`config.mk`:
```
export PLATFORM = sky130hd
export DESIGN_NAME = hrs_ram
export DESIGN_NICKNAME = d
export VERILOG_FILES = /design/src/hrs_ram.sv
export SDC_FILE = /design/constraint.sdc
export NUM_CORES = 1
export LEC_CHECK = 0
export ABC_CLOCK_PERIOD_IN_PS = 2250
export BUFFER_PORTS_ARGS = -buffer_cell sky130_fd_sc_hd__buf_2
export CORE_AREA = 8 8 105 107
export DETAILED_ROUTE_END_ITERATION = 16
export DIE_AREA = 0 0 113 115
export HOLD_SLACK_MARGIN = 0.15
export MAX_ROUTING_LAYER = met4
export PLACE_DENSITY = 0.73
export SLEW_MARGIN = 20
export SYNTH_ARGS = -nofsm -noshare
export SYNTH_HDL_FRONTEND = slang
export SYNTH_SLANG_ARGS = --single-unit
```
`constraint.sdc`:
```
create_clock -name clk -period 2.25 [get_ports clk]
set_clock_uncertainty 0.1 [all_clocks]
set_input_delay 0.3375 -clock clk [delete_from_list [all_inputs] [get_ports clk]]
set_output_delay 0.3375 -clock clk [all_outputs]
set_load 0.005 [all_outputs]
```
`src/hrs_ram.sv`:
```
// Generic single-port-write, one-read-port RAM with registered read data.
`timescale 1ns / 1ps
module hrs_ram #(
	parameter int unsigned Width = 8,
	parameter int unsigned Depth = 16
) (
	input logic clk,
	input logic we,
	input logic [$clog2(Depth > 1 ? Depth : 2)-1:0] waddr,
	input logic [Width-1:0] wdata,
	input logic [$clog2(Depth > 1 ? Depth : 2)-1:0] raddr,
	output logic [Width-1:0] rdata
);
	logic [Width-1:0] mem [Depth];

	always_ff @(posedge clk) begin
		if (we) begin
			mem[waddr] <= wdata;
		end
		rdata <= mem[raddr];
	end
endmodule

```
-- Yosys cells after proc, flatten, opt, wreduce, memory -nomap -nowiden
Memories as Yosys holds them, arrays and structs flattened. A register that Yosys moved wholly into a read port is not among the register bits.
Index checks and enable logic that the tools add are counted.
W data, S select, Z words.
- mux-type cells: 2
- operators with widths (cell ; number):
    $mux W1 ; 2
- register bits after elaboration: 0
- bits in writable memories: 128
- input bits: 18
- output and inout bits: 8
- logic and storage cells: 3
- memories: 1
- memories (name ; words ; bits a word ; rd ports ; clocked after Yosys merged registers in ; wr ports ; line ; source):
    mem ; 16 ; 8 ; 1 ; 1 ; 1 ; 14 ; logic [Width-1:0] mem [Depth];

-- Longest topological paths before layout
Gate-level depths: netlist (run 1).
- depth in word-level cells: 2
- mapped depth: 5
- mapped depth without buffers: 3

-- Least setup slack after synthesis (run 1)
Ideal clock, no wire load.
- kind: input port to flip-flop
- start point: input waddr[2] (netlist name)
- end point: memory mem[0][0], enable pin
- library setup time: 0.383 ns
- data arrival time: 1.447 ns
- data required time: 1.767 ns
- setup slack: 0.320 ns
- cell stages on the path: 2
- path buffers: 0
- cell sequence: or3b_2 > nor3_1
- RTL lines (item ; line ; source):
    start, declared ; 9 ; input logic [$clog2(Depth > 1 ? Depth : 2)-1:0] waddr,
    end, declared ; 14 ;
Straight into the memory's write port.

==> flow_metrics.py, run 1 <==
metrics = {
    "sta": {
        "worst_pin_slew_ns": 0.460,
        "slew_violations": 0,
        "slew_headroom_pct": 69.2,
        "fmax_mhz": 654,
        "finalCriticalPeriod_ns": 1.53,
        "setup_slack_ns": 0.722,
        "tns_ns": 0,
        "hold_viol": 0,
        "period_share_pct": 67.9,
        "grt_setup_unrepaired": "false",
        "setup_viol": 0,
    },
    "place": {
        "dp_hpwl_um": 6330,
        "port_buffers": 25,
        "place_congestion": 0.724,
        "preCtsSetupSlack_ns": 0.307,
        "dp_cells": 382,
    },
    "die": {
        "row_count": 36,
        "fp.coreArea_um2": 9460,
        "io_pins": 26,
        "die_h_um": 115,
        "die_area_um2": 13000,
        "die_w_um": 113,
        "start_util_pct": 54.4,
    },
    "finish": {
        "most-common-layout-cells": "edfxtp_1 (128), buf_2 (25), buf_4 (22)",
        "final_nets": 313,
        "syn_to_final_growth_pct": 20.3,
        "layout.cells.non_filler": 422,
        "antenna_cells": 0,
        "drive_gt1_share_pct": 32.1,
        "final_common_cell": "edfxtp_1",
    },
    "synthesis": {
        "syn-instance-count": 229,
        "seq_area_frac_synth_pct": 77.8,
        "synth_cell_type_count": 19,
        "synthesis.area_um2": 5150,
        "syn_nets": 247,
        "ys_seq_elements": 136,
        "syn_avg_cell_area_um2": 22.5,
        "ys_warn_count": 0,
    },
    "power_and_ir_drop": {
        "p_per_area_nw_per_um2": 936,
        "peakVddDrop_v": 0.000490,
        "leakagePower_nw": 2.14,
    },
    "status": {
        "outcome": "complete, no violations",
    },
    "detailed_routing": {
        "routed_via_density": 6.00,
        "routed_wl_um": 10300,
        "drc": 0,
        "dr_total_vias": 2533,
        "drt_iter0_markers": 215,
        "ant_nets": 0,
        "wl_per_cell_um": 24.4,
        "drt_first_pass_iters": 4,
    },
    "clock_tree": {
        "root_buffer": "clkbuf_8",
        "insertion_delay_ns": 0.52,
        "path_clk_slew_ns": 0.06,
        "cts_tree": "done",
        "cts_sinks": 136,
        "ctsHtreeMaxLevel": 4,
        "cts_made_buffers": 17,
        "cts_buffer_depth": 2,
        "cts_resized": 0,
    },
    "global_routing": {
        "grt_max_degree": 33,
        "antenna_found_initial": 0,
        "grt_pass1_vias": 2765,
        "gr-total-overflow": 0,
        "grt_pass1_wl_um": 15600,
        "grt_usage_pct": 17.4,
    },
    "critical_path": {
        "critPathCaptureType": "flip-flop",
        "crit_fanout": 1,
        "worst_ep_required_time_ns": 2.55,
        "reg2reg_depth": 3,
        "arrival_ns": 1.83,
        "critPathKind": "flip-flop to flip-flop",
        "start_kind": "flip-flop",
    },
    "flow_run": {
        "drv_cap": 0,
    },
    "min_path": {
        "min_path_type": "input pin to flip-flop",
        "hold-path-cell-count": 3,
    },
}
==> stage by stage <==
| step | power (mW) | hold slack [ns] | util [%] | area [µm²] |
|---|---|---|---|---|
| 2_1_floorplan | 3.04 | 0.336 | - | 5150 |
| 3_3_place_gp | 3.15 | 0.545 | 58.5 | 5530 |
| 3_5_place_dp | 3.17 | 0.557 | 58.5 | 5530 |
| 4_1_cts | 5.84 | 0.269 | 65.5 | 6190 |
| 5_1_grt | 5.95 | 0.298 | 65.5 | 6190 |
| 6_report | 5.80 | 0.290 | 65.5 | 6190 |
==> state kept, by name (all words and copies together), names as in the netlist <==
signal,count
rdata,8
mem,128
==> power by group <==
| group | total (mW) | switching (mW) | internal [mW] |
|---|---|---|---|
| clock network | 2.67 | 1.08 | 1.60 |
| logic | 0.272 | 0.147 | 0.125 |
| registers | 2.85 | 0.0179 | 2.83 |
==> routing by layer <==
metal / vias to the layer above / share of wire, % / GRT usage (%)
met2: 126 / 52 / 27.5
met1: 1283 / 40 / 20.2
met3: 18 / 6.9 / 4.04
li1: 1106 / - / -
met5: - / 0 / -
met4: 0 / 1.9 / 10.6
==> Yosys cell counts <==
master / number / area [µm²]
nand2_1: 9 / 33.8
and2_1: 1 / 6.26
nand2b_1: 2 / 12.5
or3b_2: 1 / 8.76
buf_6: 3 / 33.8
mux4_1: 14 / 368
dfxtp_1: 8 / 160
clkdlybuf4s25_2: 3 / 30.0
buf_4: 1 / 7.51
nor2b_1: 1 / 6.26
edfxtp_1: 128 / 3840
mux4_2: 18 / 405
nand3b_1: 2 / 15.0
a22oi_1: 16 / 120
buf_2: 3 / 15.0
and2b_1: 1 / 7.51
nand3_1: 1 / 5.00
nor2_1: 13 / 48.8
nor3_1: 4 / 20.0
==> logic make-up (layout without fill, tap and decap cells) <==
logic type / count (synthesis) / in the layout / share of synthesized area, %
simple gates: 35 / 35 / 3.18
mux: 32 / 32 / 15.0
buf+inv: 10 / 89 / 1.68
flops: 136 / 136 / 77.8
compound gates: 16 / 16 / 2.33
==> critical path: stages, from the launching register on <==
cell      delay (ns)
edfxtp_1        0.38
mux4_1          0.53
a22oi_1         0.32
nand2_1         0.08
==> final timing paths <==
check	from	slack, ns	end
max reg2reg	mem[1][3]	0.72	rdata[3]
min	waddr[0]	0.29	mem[0][1]
max	mem[1][3]	0.72	rdata[3]
min reg2reg	mem[10][3]	0.58	rdata[3]
==> cell type report <==
type	instances	area [µm²]
clock buffer	17	414
clock inverter	15	166
fill	619	3260
multi-input combinational	83	1060
sequential	136	4000
tap	114	143
timing repair buffer	57	410
==> timing repair <==
| item | 4_1_cts | 5_1_grt |
|---|---|---|
| hold buffers | 8 | 0 |
| setup buffers | 0 | 0 |
| hold endpoints to repair | 128 | 0 |
Note: power is estimated with default switching activity, not from simulation.
==> run 2, diff against run 1 <==
--- a/config.mk
+++ b/config.mk
@@ -5,11 +5,11 @@
 export SDC_FILE = /design/constraint.sdc
 export NUM_CORES = 1
 export LEC_CHECK = 0
-export ABC_CLOCK_PERIOD_IN_PS = 2250
+export ABC_CLOCK_PERIOD_IN_PS = 1350
 export BUFFER_PORTS_ARGS = -buffer_cell sky130_fd_sc_hd__buf_2
-export CORE_AREA = 8 8 105 107
+export CORE_AREA = 8 8 107 109
 export DETAILED_ROUTE_END_ITERATION = 16
-export DIE_AREA = 0 0 113 115
+export DIE_AREA = 0 0 115 117
 export HOLD_SLACK_MARGIN = 0.15
 export MAX_ROUTING_LAYER = met4
 export PLACE_DENSITY = 0.73
==> constraint.sdc (replaced) <==
create_clock -name clk -period 1.35 [get_ports clk]
set_clock_uncertainty 0.1 [all_clocks]
set_input_delay 0.2025 -clock clk [delete_from_list [all_inputs] [get_ports clk]]
set_output_delay 0.2025 -clock clk [all_outputs]
set_load 0.005 [all_outputs]
==> flow_metrics.py, run 2 (synthesis results as in run 1) <==
metrics = {
    "sta": {
        "finalCriticalPeriod_ns": 1.39,
        "fmax_mhz": 720,
        "setup_viol": 4,
        "grt_setup_unrepaired": "true",
        "worst_pin_slew_ns": 0.927,
        "setup_slack_ns": -0.0397,
        "slew_headroom_pct": 38.1,
        "slew_violations": 0,
        "period_share_pct": 103,
        "hold_viol": 0,
    },
    "finish": {
        "regMostFlops": "mem",
        "layout.cells.non_filler": 452,
        "reg.largest.list": "mem (128), rdata (8)",
        "drive_gt1_share_pct": 42.4,
        "final_nets": 321,
        "most-common-layout-cells": "edfxtp_1 (128), mux4_2 (31), buf_2 (24)",
        "syn_to_final_growth_pct": 25.0,
        "final_common_cell": "edfxtp_1",
        "largest_reg_flops": 128,
        "fillCellCount": 679,
        "antenna_cells": 0,
    },
    "power_and_ir_drop": {
        "peakVddDrop_v": 0.000813,
        "p_per_area_nw_per_um2": 1540,
        "total_power_mw": 9.92,
        "leakagePower_nw": 2.18,
    },
    "die": {
        "die_h_um": 117,
        "io_pins": 26,
        "die_w_um": 115,
        "start_util_pct": 52.0,
        "row_count": 37,
        "die_area_um2": 13500,
        "fp.coreArea_um2": 9910,
    },
    "clock_tree": {
        "post_cts_buffers": 0,
        "cts_made_buffers": 17,
        "path_clk_slew_ns": 0.06,
        "insertion_delay_ns": 0.51,
        "cts_tree": "done",
        "ctsHtreeMaxLevel": 4,
        "cts_buffer_depth": 2,
        "cts_sinks": 136,
        "root_buffer": "clkbuf_8",
    },
    "global_routing": {
        "grt_usage_pct": 17.7,
        "grt_pass1_vias": 2658,
        "antenna_found_initial": 0,
        "grt_max_degree": 17,
        "gr-total-overflow": 0,
        "grt_pass1_wl_um": 16000,
    },
    "min_path": {
        "min_path_type": "input pin to flip-flop",
    },
    "place": {
        "dp_cells": 410,
        "preCtsSetupSlack_ns": -0.408,
        "place_congestion": 0.761,
        "port_buffers": 25,
        "dp_hpwl_um": 6450,
    },
    "detailed_routing": {
        "drc": 0,
        "dr_total_vias": 2552,
        "ant_nets": 0,
        "wl_per_cell_um": 23.1,
        "routed_wl_um": 10500,
        "drt_first_pass_iters": 7,
        "routed_via_density": 5.65,
        "drt_iter0_markers": 265,
    },
    "critical_path": {
        "start_kind": "flip-flop",
        "critPathCaptureType": "flip-flop",
        "critPathKind": "flip-flop to flip-flop",
        "worst_ep_required_time_ns": 1.64,
        "cp_cell_sequence": "mux4_2 > a22oi_2 > nand2_1",
        "slowest_stage": "mux4_2",
        "arrival_ns": 1.68,
        "cpPeakStageDelay_ns": 0.49,
        "crit_fanout": 1,
    },
    "status": {
        "outcome": "complete, but fails checks",
        "violations": "setup timing",
    },
    "flow_run": {
        "drv_cap": 0,
    },
}
run 2: cell type report:
type	instances	area, µm²	share of cell area, %
Clock buffer	20	425	6.61
Clock inverter	12	175	2.72
Multi-Input combinational cell	83	1110	17.2
Sequential cell	136	4000	62.2
Tap cell	136	170	2.64
Timing Repair Buffer	65	552	8.58
run 2: critical path: cells and delay by family (launching register included):
family | cells | cell delay (ns)
flip-flops | 1 | 0.40
multiplexers | 1 | 0.49
AO/OA/AOI/OAI | 1 | 0.19
AND/OR/NAND/NOR | 1 | 0.09
run 2: report_power, final:
| group | leakage, nW | internal, mW | switching [mW] | total (mW) |
|---|---|---|---|---|
| Combinational | 0.663 | 0.256 | 0.275 | 0.531 |
| Clock | 0.289 | 3.00 | 1.64 | 4.64 |
| Sequential | 1.22 | 4.72 | 0.0331 | 4.76 |
| Total | 2.18 | 7.97 | 1.95 | 9.92 |
run 2: metrics by stage:
stage | hold slack [ns] | util, % | instance area (µm²) | TNS (ns)
floorplan | 0.201 | - | 5180 | -0.570
global placement | 0.484 | 57.2 | 5660 | -9.71
detailed placement | 0.485 | 57.2 | 5660 | -11.27
CTS | 0.173 | 64.5 | 6390 | -0.178
global route | 0.207 | 64.9 | 6430 | -0.314
finish | 0.206 | 64.9 | 6430 | -0.0911
run 2: what timing repair did:
action                                  CTS  global route
resized for setup                         9            11
hold endpoints to repair                152             0
pin swaps                                 2             4
hold buffers                             10             0
endpoints found under the setup margin    8            45
run 2: worst paths after layout:
path / from / to / slack [ns] / depth (start not counted)
setup / recovery: mem[0][5] / rdata[5] / -0.04 / 3
hold reg to reg: mem[4][3] / rdata[3] / 0.58 / 3
hold / removal: waddr[3] / mem[0][4] / 0.21 / 4
setup reg to reg: mem[0][5] / rdata[5] / -0.04 / 3
run 2: layer usage:
| layer | track usage [%] | wire length (µm) | vias to the layer above |
|---|---|---|---|
| met2 | 27.9 | 5370 | 112 |
| met5 | - | 0 | - |
| li1 | - | - | 1110 |
| met1 | 21.3 | 3950 | 1321 |
| met3 | 4.52 | 971 | 9 |
| met4 | 7.97 | 164 | 0 |
==> run 3, diff against run 2 <==
--- a/config.mk
+++ b/config.mk
@@ -8,6 +8,7 @@
 export ABC_CLOCK_PERIOD_IN_PS = 1350
 export BUFFER_PORTS_ARGS = -buffer_cell sky130_fd_sc_hd__buf_2
 export CORE_AREA = 8 8 107 109
+export CTS_BUF_LIST = sky130_fd_sc_hd__clkbuf_16
 export DETAILED_ROUTE_END_ITERATION = 16
 export DIE_AREA = 0 0 115 117
 export HOLD_SLACK_MARGIN = 0.15
==> flow_metrics.py, run 3 (synthesis results as in run 1) <==
metrics = {
    "status": {
        "outcome": "complete, but fails checks",
        "violations": "setup timing",
    },
    "die": {
        "io_pins": 26,
        "die_w_um": 115,
        "start_util_pct": 52.0,
        "fp.coreArea_um2": 9910,
        "die_area_um2": 13500,
        "die_h_um": 117,
        "row_count": 37,
    },
    "detailed_routing": {
        "drc": 0,
        "dr_total_vias": 2535,
        "drt_first_pass_iters": 5,
        "routed_wl_um": 10500,
        "drt_iter0_markers": 208,
        "routed_via_density": 5.63,
        "ant_nets": 0,
        "wl_per_cell_um": 23.4,
    },
    "critical_path": {
        "critPathCaptureType": "flip-flop",
        "r2r-start": "mem[0][5]",
        "start_kind": "flip-flop",
        "crit_fanout": 1,
        "startpoint": "mem[0][5]",
        "arrival_ns": 1.62,
        "rr_endpoint": "rdata[5]",
        "worstSetupEndpoint": "rdata[5]",
        "critPathKind": "flip-flop to flip-flop",
        "worst_ep_required_time_ns": 1.54,
        "reg2reg_depth": 3,
        "r2r_slack_ns": -0.07,
    },
    "global_routing": {
        "grt_max_degree": 17,
        "grt_usage_pct": 18.0,
        "gr-total-overflow": 0,
        "grt_pass1_vias": 2659,
        "grt_pass1_wl_um": 16200,
        "antenna_found_initial": 0,
    },
    "finish": {
        "fillCellCount": 686,
        "largest_reg_flops": 128,
        "reg.largest.list": "mem (128), rdata (8)",
        "design_area_um2": 6400,
        "antenna_cells": 0,
        "regMostFlops": "mem",
        "syn_to_final_growth_pct": 24.3,
        "fin_util_pct": 64.6,
        "drive_gt1_share_pct": 41.7,
        "most-common-layout-cells": "edfxtp_1 (128), mux4_2 (31), buf_2 (25)",
        "final_common_cell": "edfxtp_1",
        "final_nets": 319,
    },
    "clock_tree": {
        "post_cts_buffers": 0,
        "cts_buffer_depth": 2,
        "path_clk_slew_ns": 0.06,
        "cts_made_buffers": 17,
        "cts_tree": "done",
        "cts_sinks": 136,
        "root_buffer": "clkbuf_16",
        "ctsHtreeMaxLevel": 4,
        "insertion_delay_ns": 0.41,
    },
    "sta": {
        "finalCriticalPeriod_ns": 1.42,
        "fmax_mhz": 703,
        "setup_slack_ns": -0.0720,
        "worst_pin_slew_ns": 0.899,
        "whs_ns": 0.245,
        "slew_violations": 0,
        "period_share_pct": 105,
        "slew_headroom_pct": 39.9,
        "setup_viol": 5,
        "hold_viol": 0,
        "grt_setup_unrepaired": "true",
    },
    "power_and_ir_drop": {
        "peakVddDrop_v": 0.000700,
        "leakagePower_nw": 2.17,
        "p_per_area_nw_per_um2": 1560,
    },
    "place": {
        "dp_hpwl_um": 6450,
        "placed_cell_area_um2": 5660,
        "port_buffers": 25,
        "preCtsSetupSlack_ns": -0.408,
        "place_congestion": 0.761,
    },
    "min_path": {
        "min_path_type": "input pin to flip-flop",
    },
    "flow_run": {
        "drv_cap": 0,
    },
}
[run 3: cell type report]
type / instances / area (µm²) / share of cell area (%)
clock buffer: 17 / 425 / 6.65
clock inverter: 15 / 186 / 2.91
multi-input combinational: 83 / 1090 / 17.1
sequential: 136 / 4000 / 62.6
tap: 136 / 170 / 2.66
timing repair buffer: 63 / 518 / 8.10
[run 3: power by group]
| part | total, mW | internal, mW | switching (mW) |
|---|---|---|---|
| combinational | 0.520 | 0.248 | 0.273 |
| sequential | 4.76 | 4.72 | 0.0338 |
| clock | 4.70 | 3.06 | 1.63 |
[run 3: routing by layer]
metal / vias to the layer above / GRT usage [%] / part of all wire [%]
li1: 1109 / - / -
met1: 1305 / 21.1 / 39
met2: 109 / 29.2 / 53
met3: 12 / 3.75 / 5.9
met4: 0 / 8.76 / 2.0
met5: - / - / 0
[run 3: worst max-delay path: stages, from the launching register on]
cell	delay, ns
edfxtp_1	0.43
mux4_2	0.51
a22oi_2	0.20
nand2_1	0.06
[run 3: worst min-delay path by stage]
stage                     startpoint        end  slack, ns  depth (start not counted)
final                       waddr[1]  mem[0][4]       0.24                          3
after global routing        waddr[1]  mem[0][2]       0.25                          3
after floorplan             wdata[0]  mem[0][0]       0.20                          0
after detailed placement    rdata[0]   rdata[0]       0.48                          1
after global placement      rdata[0]   rdata[0]       0.48                          1
after CTS                   waddr[1]  mem[0][2]       0.23                          3
[run 3: timing repair]
item,4_1_cts,5_1_grt
resized for setup,9,3
hold endpoints to repair,128,0
hold buffers,8,0
setup endpoints to repair,8,8
pin swaps,2,4
cloned,0,0
[run 3: per-stage QoR]
stage | power (mW) | TNS [ns] | cells
3_3_place_gp | 5.31 | -9.71 | 410
5_1_grt | 10.3 | -0.365 | 450
2_1_floorplan | 5.10 | -0.570 | 229
3_5_place_dp | 5.33 | -11.27 | 410
4_1_cts | 10.0 | -0.257 | 450
6_report | 9.97 | -0.150 | 450
