`config.mk`:
```
export PLATFORM = sky130hd
export DESIGN_NAME = hrs_hash
export DESIGN_NICKNAME = d
export VERILOG_FILES = /design/src/hrs_hash.sv
export SDC_FILE = /design/constraint.sdc
export NUM_CORES = 1
export LEC_CHECK = 0
export BUFFER_PORTS_ARGS = -buffer_cell sky130_fd_sc_hd__buf_4
export CORE_AREA = 2 2 80 74
export CTS_CLUSTER_SIZE = 16
export DETAILED_ROUTE_END_ITERATION = 10
export DIE_AREA = 0 0 82 76
export GPL_TIMING_DRIVEN = 0
export PLACE_DENSITY = 0.69
export SLEW_MARGIN = 5
export SYNTH_ARGS = -nofsm -noshare
export SYNTH_HDL_FRONTEND = slang
export SYNTH_SLANG_ARGS = --single-unit
```
`constraint.sdc`:
```
create_clock -name clk -period 20.2 [get_ports clk]
set_input_delay 6.06 -clock clk [delete_from_list [all_inputs] [get_ports clk]]
set_output_delay 6.06 -clock clk [all_outputs]
set_load 0.02 [all_outputs]
```
`src/hrs_hash.sv`:
```
// Sequential bucket hash: accumulates d*31, then r*17, then s, giving d*31 + r*17 + s.
`timescale 1ns / 1ps
module hrs_hash (
	input logic clk,
	input logic arst_n,
	input logic start,
	input logic [7:0] dev_addr,
	input logic [7:0] reg_num,
	input logic [7:0] sub_num,
	output logic done,
	output logic [13:0] sum
);
	logic [1:0] step_q;
	logic [13:0] acc_q;
	logic [13:0] addend;

	always_comb begin
		unique case (step_q)
			2'd1: addend = {1'b0, dev_addr, 5'd0} - {6'd0, dev_addr};
			2'd2: addend = {2'b0, reg_num, 4'd0} + {6'd0, reg_num};
			default: addend = {6'd0, sub_num};
		endcase
	end

	always_ff @(posedge clk or negedge arst_n) begin
		if (!arst_n) begin
			step_q <= 2'd0;
			acc_q <= '0;
		end else if (start) begin
			step_q <= 2'd1;
			acc_q <= '0;
		end else if (step_q != 2'd0) begin
			acc_q <= acc_q + addend;
			step_q <= (step_q == 2'd3) ? 2'd0 : step_q + 2'd1;
		end
	end

	assign done = (step_q == 2'd3);
	assign sum = acc_q + addend;
endmodule

```
# Yosys cells after proc, flatten, opt, wreduce, memory -nomap -nowiden
# Cells that the tools add are included.
# word_totals
regBits	16
latch_bits	0
ramBits	0
romBits	0
wordCells	17
mem_count	0
# classes
n_addsub	4
n_mul	0
div_mod_pow	0
magnitude_cmp	0
eq_ne	3
n_shift	0
muxes	6
n_bitwise	0
reduce_logical	2
# op_table
operator	count
$mux 14	2
$pmux 14 s2	1
$add 14x14->14	1
$sub 13x8->14	1
$add 12x8->13	1
$mux 2	3
$eq 2x2->1 const B	2
$reduce_bool 2->1	2
$add 2x1->2 const B	1
$eq 2x1->1 const B	1

# Logic depth before layout (Yosys ltp)
# Gate-level depths: netlist of run 1.
# logic_depth
depth_word	5
mapped_depth	16
mapped_depth_nobuf	16

# Worst setup path after synthesis of run 1
# OpenSTA, ideal clock, no wires.
# synth_timing
path_kind	input port to output port
start	in dev_addr[6]
end	out sum[13]
arrival_ps	9117
setup_slack_ps	5023
path_stages	15
cell_sequence	inv_1 -> ha_1 -> a21o_1 -> a21oi_1 -> nor2b_1 -> mux2_2 -> a22oi_1 -> nor2b_1 -> ha_1 -> o21ai_0 -> nor2_1 -> o41ai_1 -> o31ai_2 -> xor2_1 -> xnor2_1
# synth_between
elab_chain_len	3
# synth_rtl
item	line	source
start, declared	7	input logic [7:0] dev_addr,
$sub 13x8->14	19	2'd1: addend = {1'b0, dev_addr, 5'd0} - {6'd0, dev_addr};
$pmux 14 s2	18	unique case (step_q)
$add 14x14->14	39	assign sum = acc_q + addend;
end, declared	11	output logic [13:0] sum
# No other way between the ends.

# Final worst setup path of run 1
# layout_timing
start	in dev_addr[1]
end	out sum[13]
# The elaborated chain is that of the path after synthesis.

==> results of run 1 <==
[kinds of logic (layout without fill, tap and decap cells)]
logic type	count (synthesis)	count (layout)	share of synthesized area
xor gates and xnor gates	28	28	0.118
adders and majority gates	27	27	0.169
DFF	16	16	0.192
muxes	6	6	0.0300
buffers and inverters	25	69	0.0486
AOI/OAI and AO/OA	78	78	0.255
and+or+nand+nor	80	80	0.188
[layout make-up]
cell class | instances | area [um^2] | share of cell area
inverter | 17 | 63.8 | 0.0252
sequential | 16 | 400 | 0.158
timing repair buffer | 40 | 300 | 0.119
multi-input combinational | 219 | 1590 | 0.627
buffer | 8 | 37.5 | 0.0148
clock buffer | 4 | 55.1 | 0.0218
tap | 70 | 87.6 | 0.0346
[sequential cells by signal, indices dropped and copies added (netlist names)]
| signal | flops |
|---|---|
| step_q | 2 |
| acc_q | 14 |
[through the flow]
stage / util / cells / worst slack (ns) / hold WS (ns) / total power [W]
2_1_floorplan: - / 260 / 5.02 / 0.480 / 0.000328
3_3_place_gp: 0.453 / 370 / 4.72 / 0.508 / 0.000441
3_5_place_dp: 0.453 / 370 / 4.73 / 0.507 / 0.000447
4_1_cts: 0.463 / 374 / 4.71 / 0.527 / 0.000478
5_1_grt: 0.463 / 374 / 4.41 / 0.555 / 0.000522
6_report: 0.463 / 374 / 4.71 / 0.516 / 0.000476
[critical path: cells and delay by family]
| family | cells | cell delay [ns] |
|---|---|---|
| xor+xnor | 2 | 0.36 |
| mux | 1 | 0.34 |
| fa+ha+maj | 2 | 0.69 |
| simple gates | 3 | 0.35 |
| compound gates | 6 | 1.33 |
| buf+inv | 2 | 0.28 |
[metal layers]
layer	share of wire	vias to the layer above
met2	0.46	60
met5	0	-
li1	-	1033
met3	0.058	11
met1	0.46	945
met4	0.017	0
[cell usage in the layout (no fill, tap or decap), types with 2 or more instances in the layout]
cell	netlist	layout
a211oi_1	3	3
a21o_1	4	4
a21oi_1	25	25
a22o_1	4	4
a22oi_1	11	11
a31oi_1	2	2
and3_1	2	2
buf_4	0	40
clkbuf_1	6	6
clkbuf_8	0	4
dfrtp_1	16	16
fa_1	2	2
ha_1	25	25
inv_1	16	16
mux2i_1	4	4
nand2_1	20	20
nand2b_1	2	2
nand3_1	3	3
nand4_1	4	4
nor2_1	27	27
nor2b_1	9	9
nor3_1	7	7
o21a_1	3	3
o21ai_0	7	7
o21ai_1	3	3
o31a_1	2	2
o31ai_1	2	2
xnor2_1	21	21
xor2_1	7	7
[power groups by stage]
stage,Combinational (W),Clock (W),Sequential [W]
after global placement,0.000389,0,0.0000522
after floorplan,0.000278,0,0.0000503
after CTS,0.000397,0.0000297,0.0000519
final,0.000395,0.0000294,0.0000519
after global routing,0.000437,0.0000314,0.0000533
after detailed placement,0.000394,0,0.0000523
[final timing paths]
path                                   from   endpoint  cells after the start
worst max-delay path            dev_addr[1]    sum[13]                     16
worst min-delay path              acc_q[11]  acc_q[11]                      1
worst max register to register    step_q[1]  acc_q[10]                     14
worst min register to register    acc_q[11]  acc_q[11]                      1
max in group asynchronous            arst_n   acc_q[6]                      1
min in group asynchronous            arst_n   acc_q[4]                      1
==> out/qor.csv, run 1 <==
metric,value,unit
status,"finished, final reports clean",
critical path's largest stage delay,0.35,ns
fin. max-slew vios,0,
# rows,26,
setup bufs post-CTS,0,
share of layout cells above drive strength 1,0.181,
crit end category,primary output,
Peak VDD IR,0.138,mV
switching power,0.000248,W
type of origin of the critical path,input port,
largest net degree at the start of global routing,17,
htree depth,1,
fin nets,359,
hold bufs inserted after CTS,0,
total grt overflow,0,
Vias/cell,5.48,
vias in the first global route,2035,
Inserted Clock Buffers,3,
part of the power in registers,0.109,
Fmax achieved,64.6,MHz
total of max-cap violations,0,
Syn Inst Count,260,
RSZ-0062 raised after global routing,no,
fill count,545,
M2 GR Usage,0.291,
clock latency on the worst-skew pair,0.25,ns
met3 Usage GRT,0.0284,
crit path cell chain,buf_4 > ha_1 > a21o_1 > a21oi_1 > nor2b_1 > mux2_2 > a22oi_1 > nor2b_1 > ha_1 > o21ai_0 > nor2_1 > o41ai_1 > o31ai_2 > xor2_1 > xnor2_1 > buf_4,
top-area cell type share of the netlist area,0.192,
first-pass GRT wire length,9180,um
Final Instance Area,0.00253,mm^2
Clk network pwr share,0.062,
number of diodes,0,
Die Area,0.00623,mm^2
Clock Tree Root,clkbuf_8,
Mean Syn Cell Area,8.03,um^2
yosys warns,0,
Worst Skew,0.000877,ns
total number of vias,2049,
post-synth cell types,50,
input/output buffers,40,
dominant synthesized flop cell,dfrtp_1,
"count leader, synth",nor2_1,
clock buffer depth,2,
Yosys top cell by area,dfrtp_1,
switching share of total power,0.521,
CTS resizes,0,
number of enable flip-flop cells after synthesis,0,
DRC Markers,0,
"flops & latches, synth",16,
setup TNS,0,ns
Mapped Nets,314,
core box area,0.00547,mm^2
Tot GR Track Use,0.184,
gp weighted congestion,0.887,
Worst Tran Pin Value,0.669,ns
met1 Track Usage GR,0.258,
CP required,14.14,ns
Mapped Area,0.00209,mm^2
fraction of registers with async set/reset,1.00,
DR WL/cell,14.4,um
DRT iter0 DRCs,102,
Area Growth Syn to Fin,21.2,%
Comb pwr share,0.829,
FF-to-FF setup slack,16.79,ns
Power Dens Cells,188,mW/mm^2
Initial Utilization,0.382,
Crit Path Max Fanout,5,
I/O Pins,42,
slowest cell on the critical path,ha_1,
gr busiest metal,met2,
Area after DPL,0.00247,mm^2
clock slew at reported path FFs,0.07,ns
Pint,0.000228,W
Post-DP HPWL,4400,um
Tmin final,15.49,ns
Die X,82,um
Slew headroom,0.551,
initial antenna violation count,0,
final setup fails,0,
DRT Wirelength,5370,um
"top cells by area, synth","dfrtp_1, ha_1, xnor2_1",
Worst Path Arrival,9.43,ns
sequential fraction of the synthesis area,0.192,
drt first pass iters,4,
TritonCTS clock tree,yes,
Final Hold Vio Count,0,
final worst path period share,0.767,
Hold Path Class,flop to flop,
Synth top cells by count,"nor2_1, a21oi_1, ha_1",
leak pwr,1.22,nW
chip height,76,um
Routed Antenna Nets,0,
# clock sinks,16,
CP Class,input port to primary output,
(Power assumes the default switching activity.)
==> run 2: changes to the inputs <==
--- a/config.mk
+++ b/config.mk
@@ -11,7 +11,7 @@
 export DETAILED_ROUTE_END_ITERATION = 10
 export DIE_AREA = 0 0 82 76
 export GPL_TIMING_DRIVEN = 0
-export PLACE_DENSITY = 0.69
+export PLACE_DENSITY = 0.71
 export SLEW_MARGIN = 5
 export SYNTH_ARGS = -nofsm -noshare
 export SYNTH_HDL_FRONTEND = slang
==> constraint.sdc (replaced) <==
create_clock -name clk -period 13.06 [get_ports clk]
set_input_delay 3.918 -clock clk [delete_from_list [all_inputs] [get_ports clk]]
set_output_delay 3.918 -clock clk [all_outputs]
set_load 0.02 [all_outputs]
==> run 2 against run 1 <==
Effect of this change:
- clock-buffer cell count shrank 1
- via count shrank 3.3%
- total power is 52% higher
- setup slack worse by 2.9 ns
- critical path depth unchanged
==> out/qor.csv, run 2 (synthesized netlist as in run 1, its figures left out) <==
metric,value,unit
Reg2Reg Depth,14,
part of the power in registers,0.111,
I/O Pins,42,
fin. max-slew vios,0,
DRT Wirelength,5310,um
Worst Skew,0.00329,ns
# clock sinks,16,
CTS resizes,0,
Pint,0.000346,W
Cells on Worst Hold Path,1,
Worst Tran Pin Value,0.596,ns
max layer used,met4,
first-pass GRT wire length,9060,um
critical path's largest stage delay,0.35,ns
Routed Antenna Nets,0,
Largest Register,acc_q,
crit end category,primary output,
switching power,0.000377,W
TritonCTS clock tree,yes,
"commonest non-fill, non-tap cell in the layout",buf_4,
# rows,26,
DP Cell Count,370,
met1 WL,2610,um
hold path start,acc_q[5],
slowest cell on the critical path,ha_1,
setup bufs post-CTS,0,
Hold Path Class,flop to flop,
Vias/cell,5.31,
DR WL/cell,14.2,um
vias in the first global route,1907,
Area after DPL,0.00247,mm^2
status,"finished, final reports clean",
switching share of total power,0.522,
most frequent cells in the layout,"buf_4, nor2_1, a21oi_1, ha_1, xnor2_1",
Clk network pwr share,0.054,
DRT iter0 DRCs,152,
leak pwr,1.21,nW
Largest regs,"acc_q: 14 flops, step_q: 2 flops",
Non-Filler Instances,373,
met3 wire len,217,um
clock latency on the worst-skew pair,0.25,ns
met2 WL post-DR,2420,um
DRC Markers,0,
Clock Tree Root,clkbuf_8,
Initial Utilization,0.382,
largest net degree at the start of global routing,17,
CP Class,input port to primary output,
fin nets,359,
CP required,9.14,ns
Post-DP HPWL,4350,um
total grt overflow,0,
Crit path buffers/inverters,2,
FF-to-FF setup slack,9.65,ns
Final Hold Vio Count,0,
RSZ-0062 raised after global routing,no,
Worst Path Arrival,7.28,ns
crit path cell chain,buf_4 > ha_1 > a21o_1 > a21oi_1 > nor2b_1 > mux2_2 > a22oi_1 > nor2b_1 > ha_1 > o21ai_0 > nor2_1 > o41ai_1 > o31ai_2 > xor2_1 > xnor2_1 > buf_4,
final setup fails,0,
htree depth,1,
Tmin final,11.20,ns
worst hold endpoint,acc_q[5],
Crit Path Max Fanout,5,
Comb pwr share,0.835,
CP top delay family,compound AO/OA/AOI/OAI gates,
core box area,0.00547,mm^2
chip height,76,um
Tot GR Track Use,0.183,
Die Area,0.00623,mm^2
input/output buffers,40,
Die X,82,um
Fmax achieved,89.3,MHz
total number of vias,1982,
Power Dens Cells,287,mW/mm^2
hold bufs inserted after CTS,0,
Inserted Clock Buffers,3,
Area Growth Syn to Fin,20.6,%
initial antenna violation count,0,
Worst setup startpoint,dev_addr[1],
Slew headroom,0.600,
clock slew at reported path FFs,0.07,ns
Reg-to-Reg Start,step_q[0],
share of layout cells above drive strength 1,0.178,
type of origin of the critical path,input port,
Peak VDD IR,0.196,mV
reg-to-reg endpoint,acc_q[10],
Min Hold Slack,0.525,ns
Final Instance Area,0.00252,mm^2
clock buffer depth,2,
drt first pass iters,4,
total of max-cap violations,0,
setup TNS,0,ns
final worst path period share,0.857,
gp weighted congestion,0.892,
number of diodes,0,
max reg flops,14,
## run 2: cell count changes in the layout (fill, tap and decap cells not counted)
cell	previous run	this run
clkbuf_8	4	3
## run 2: area by class of cell
class                           count  area (um^2)
Clock buffer                        3         41.3
Multi-Input combinational cell    219         1590
Sequential cell                    16          400
Tap cell                           70         87.6
Buffer                              8         37.5
Timing Repair Buffer               40          300
Fill cell                         574         2950
Inverter                           17         63.8
## run 2: through the flow
stage | utilization | total power [W] | setup slack (ns)
after floorplan | - | 0.000507 | 2.17
after global placement | 0.453 | 0.000680 | 1.86
after detailed placement | 0.453 | 0.000685 | 1.87
after CTS | 0.460 | 0.000727 | 1.87
after global routing | 0.460 | 0.000791 | 1.58
final | 0.460 | 0.000723 | 1.86
## run 2: how the worst max path moves through the flow
| stage | end | cells past startpoint |
|---|---|---|
| 2_1_floorplan | sum[13] | 15 |
| 3_3_place_gp | sum[13] | 17 |
| 3_5_place_dp | sum[13] | 16 |
| 4_1_cts | sum[13] | 16 |
| 5_1_grt | sum[13] | 17 |
| 6_report | sum[13] | 16 |
## run 2: power by group through the flow
stage | registers, W | logic, W | clock network, W
3_5_place_dp | 0.0000813 | 0.000604 | 0
2_1_floorplan | 0.0000778 | 0.000430 | 0
6_report | 0.0000806 | 0.000604 | 0.0000389
3_3_place_gp | 0.0000807 | 0.000599 | 0
4_1_cts | 0.0000807 | 0.000607 | 0.0000397
5_1_grt | 0.0000832 | 0.000667 | 0.0000409
## run 2: layer usage
metal,track usage,vias to the layer above
li1,-,1027
met1,0.267,910
met2,0.285,39
met3,0.0308,6
met4,0.0350,0
met5,0,-
==> run 3: changes to the inputs <==
--- a/config.mk
+++ b/config.mk
@@ -6,12 +6,12 @@
 export NUM_CORES = 1
 export LEC_CHECK = 0
 export BUFFER_PORTS_ARGS = -buffer_cell sky130_fd_sc_hd__buf_4
-export CORE_AREA = 2 2 80 74
+export CORE_AREA = 2 2 71 66
 export CTS_CLUSTER_SIZE = 16
 export DETAILED_ROUTE_END_ITERATION = 10
-export DIE_AREA = 0 0 82 76
+export DIE_AREA = 0 0 73 68
 export GPL_TIMING_DRIVEN = 0
-export PLACE_DENSITY = 0.71
+export PLACE_DENSITY = 0.85
 export SLEW_MARGIN = 5
 export SYNTH_ARGS = -nofsm -noshare
 export SYNTH_HDL_FRONTEND = slang
==> run 3 against run 2 <==
Effect of this change:
- sequential cell count did not move
- largest cell class unchanged
- total power barely moved
- register-to-register slack improved by 0.06 ns
==> out/qor.csv, run 3 (synthesized netlist as in run 1, its figures left out) <==
metric,value,unit
status,"finished, final reports clean",
crit path cell chain,buf_4 > ha_1 > a21o_1 > a21oi_1 > nor2b_1 > mux2_2 > a22oi_1 > nor2b_1 > ha_1 > o21ai_0 > nor2_1 > o41ai_1 > o31ai_2 > xor2_1 > xnor2_1 > buf_4,
Vias/cell,5.75,
Largest regs,"acc_q: 14 flops, step_q: 2 flops",
Tmin final,11.25,ns
max layer used,met4,
max reg flops,14,
largest net degree at the start of global routing,17,
Area after DPL,0.00245,mm^2
share of layout cells above drive strength 1,0.178,
Initial Utilization,0.487,
Hold Path Class,flop to flop,
Tot GR Track Use,0.220,
Critical path destination,sum[13],
clock latency on the worst-skew pair,0.25,ns
Power Dens Cells,290,mW/mm^2
setup bufs post-CTS,0,
slowest cell on the critical path,ha_1,
total number of vias,2028,
Die X,73,um
initial antenna violation count,0,
vias in the first global route,1894,
reg-to-reg endpoint,acc_q[10],
Reg2Reg Depth,14,
hold path start,acc_q[11],
DR WL/cell,14.4,um
Worst setup startpoint,dev_addr[1],
crit end category,primary output,
Peak VDD IR,0.300,mV
DRT Wirelength,5090,um
Final Instance Area,0.00249,mm^2
total grt overflow,0,
Area Growth Syn to Fin,19.4,%
met1 WL,2390,um
number of diodes,0,
total of max-cap violations,0,
Critical Path Stages,16,
Min Hold Slack,0.519,ns
# rows,23,
clock buffer depth,2,
Worst Skew,0.00185,ns
Worst Tran Pin Value,0.593,ns
final worst path period share,0.861,
Crit path buffers/inverters,2,
Clock Tree Root,clkbuf_8,
Worst Path Arrival,7.33,ns
CP required,9.14,ns
clock slew at reported path FFs,0.06,ns
Fmax achieved,88.9,MHz
FF-to-FF setup slack,9.71,ns
Routed Antenna Nets,0,
Die Area,0.00496,mm^2
fin nets,359,
final setup fails,0,
# clock sinks,16,
TritonCTS clock tree,yes,
most frequent cells in the layout,"buf_4, nor2_1, a21oi_1, ha_1, xnor2_1",
leak pwr,1.21,nW
Inserted Clock Buffers,3,
DRC Markers,0,
Final Hold Vio Count,0,
"commonest non-fill, non-tap cell in the layout",buf_4,
DRT iter0 DRCs,164,
Crit Path Max Fanout,5,
drt first pass iters,5,
Slew headroom,0.602,
met2 WL post-DR,2390,um
met3 wire len,274,um
CTS resizes,0,
fin. max-slew vios,0,
first-pass GRT wire length,8580,um
Largest Register,acc_q,
Post-DP HPWL,4290,um
Pwr Total,0.000723,W
Reg-to-Reg Start,step_q[1],
I/O Pins,42,
setup TNS,0,ns
gp weighted congestion,0.839,
dpl ws,1.81,ns
input/output buffers,40,
hold bufs inserted after CTS,0,
CP top delay family,compound AO/OA/AOI/OAI gates,
chip height,68,um
core box area,0.00429,mm^2
type of origin of the critical path,input port,
RSZ-0062 raised after global routing,no,
CP Class,input port to primary output,
htree depth,1,
critical path's largest stage delay,0.35,ns
slack of the critical path,1.81,ns
==> run 3: cell counts in the layout (fill, tap and decap cells not counted) <==
Identical to the previous run, type by type.
==> run 3: final cells by class <==
cell class,instances,area (um^2)
Timing Repair Buffer,40,300
Clock buffer,3,41.3
Multi-Input combinational cell,219,1590
Inverter,17,63.8
Buffer,8,37.5
Fill cell,389,1800
Sequential cell,16,400
Tap cell,50,62.6
==> run 3: worst min path at each step <==
stage / endpoint / slack [ns] / cells past startpoint
final: acc_q[11] / 0.52 / 1
after global routing: acc_q[11] / 0.53 / 1
after CTS: acc_q[9] / 0.53 / 1
after detailed placement: acc_q[9] / 0.51 / 1
after global placement: acc_q[5] / 0.50 / 1
after floorplan: acc_q[11] / 0.48 / 1
==> run 3: routing by layer <==
layer	up-vias	GRT usage
li1	1026	-
met1	939	0.301
met5	-	0
met2	58	0.373
met4	0	0.0324
met3	5	0.0368
==> run 3: per-stage QoR <==
| stage | util | cells |
|---|---|---|
| final | 0.581 | 353 |
| after global routing | 0.581 | 353 |
| after CTS | 0.581 | 353 |
| after detailed placement | 0.571 | 350 |
| after global placement | 0.571 | 350 |
| after floorplan | - | 260 |
==> run 3: power by group <==
part / switching, W / internal [W] / total [W] / leakage (nW)
registers: 0.0000120 / 0.0000683 / 0.0000803 / 0.209
logic: 0.000348 / 0.000257 / 0.000605 / 0.979
clock network: 0.0000171 / 0.0000205 / 0.0000376 / 0.0216
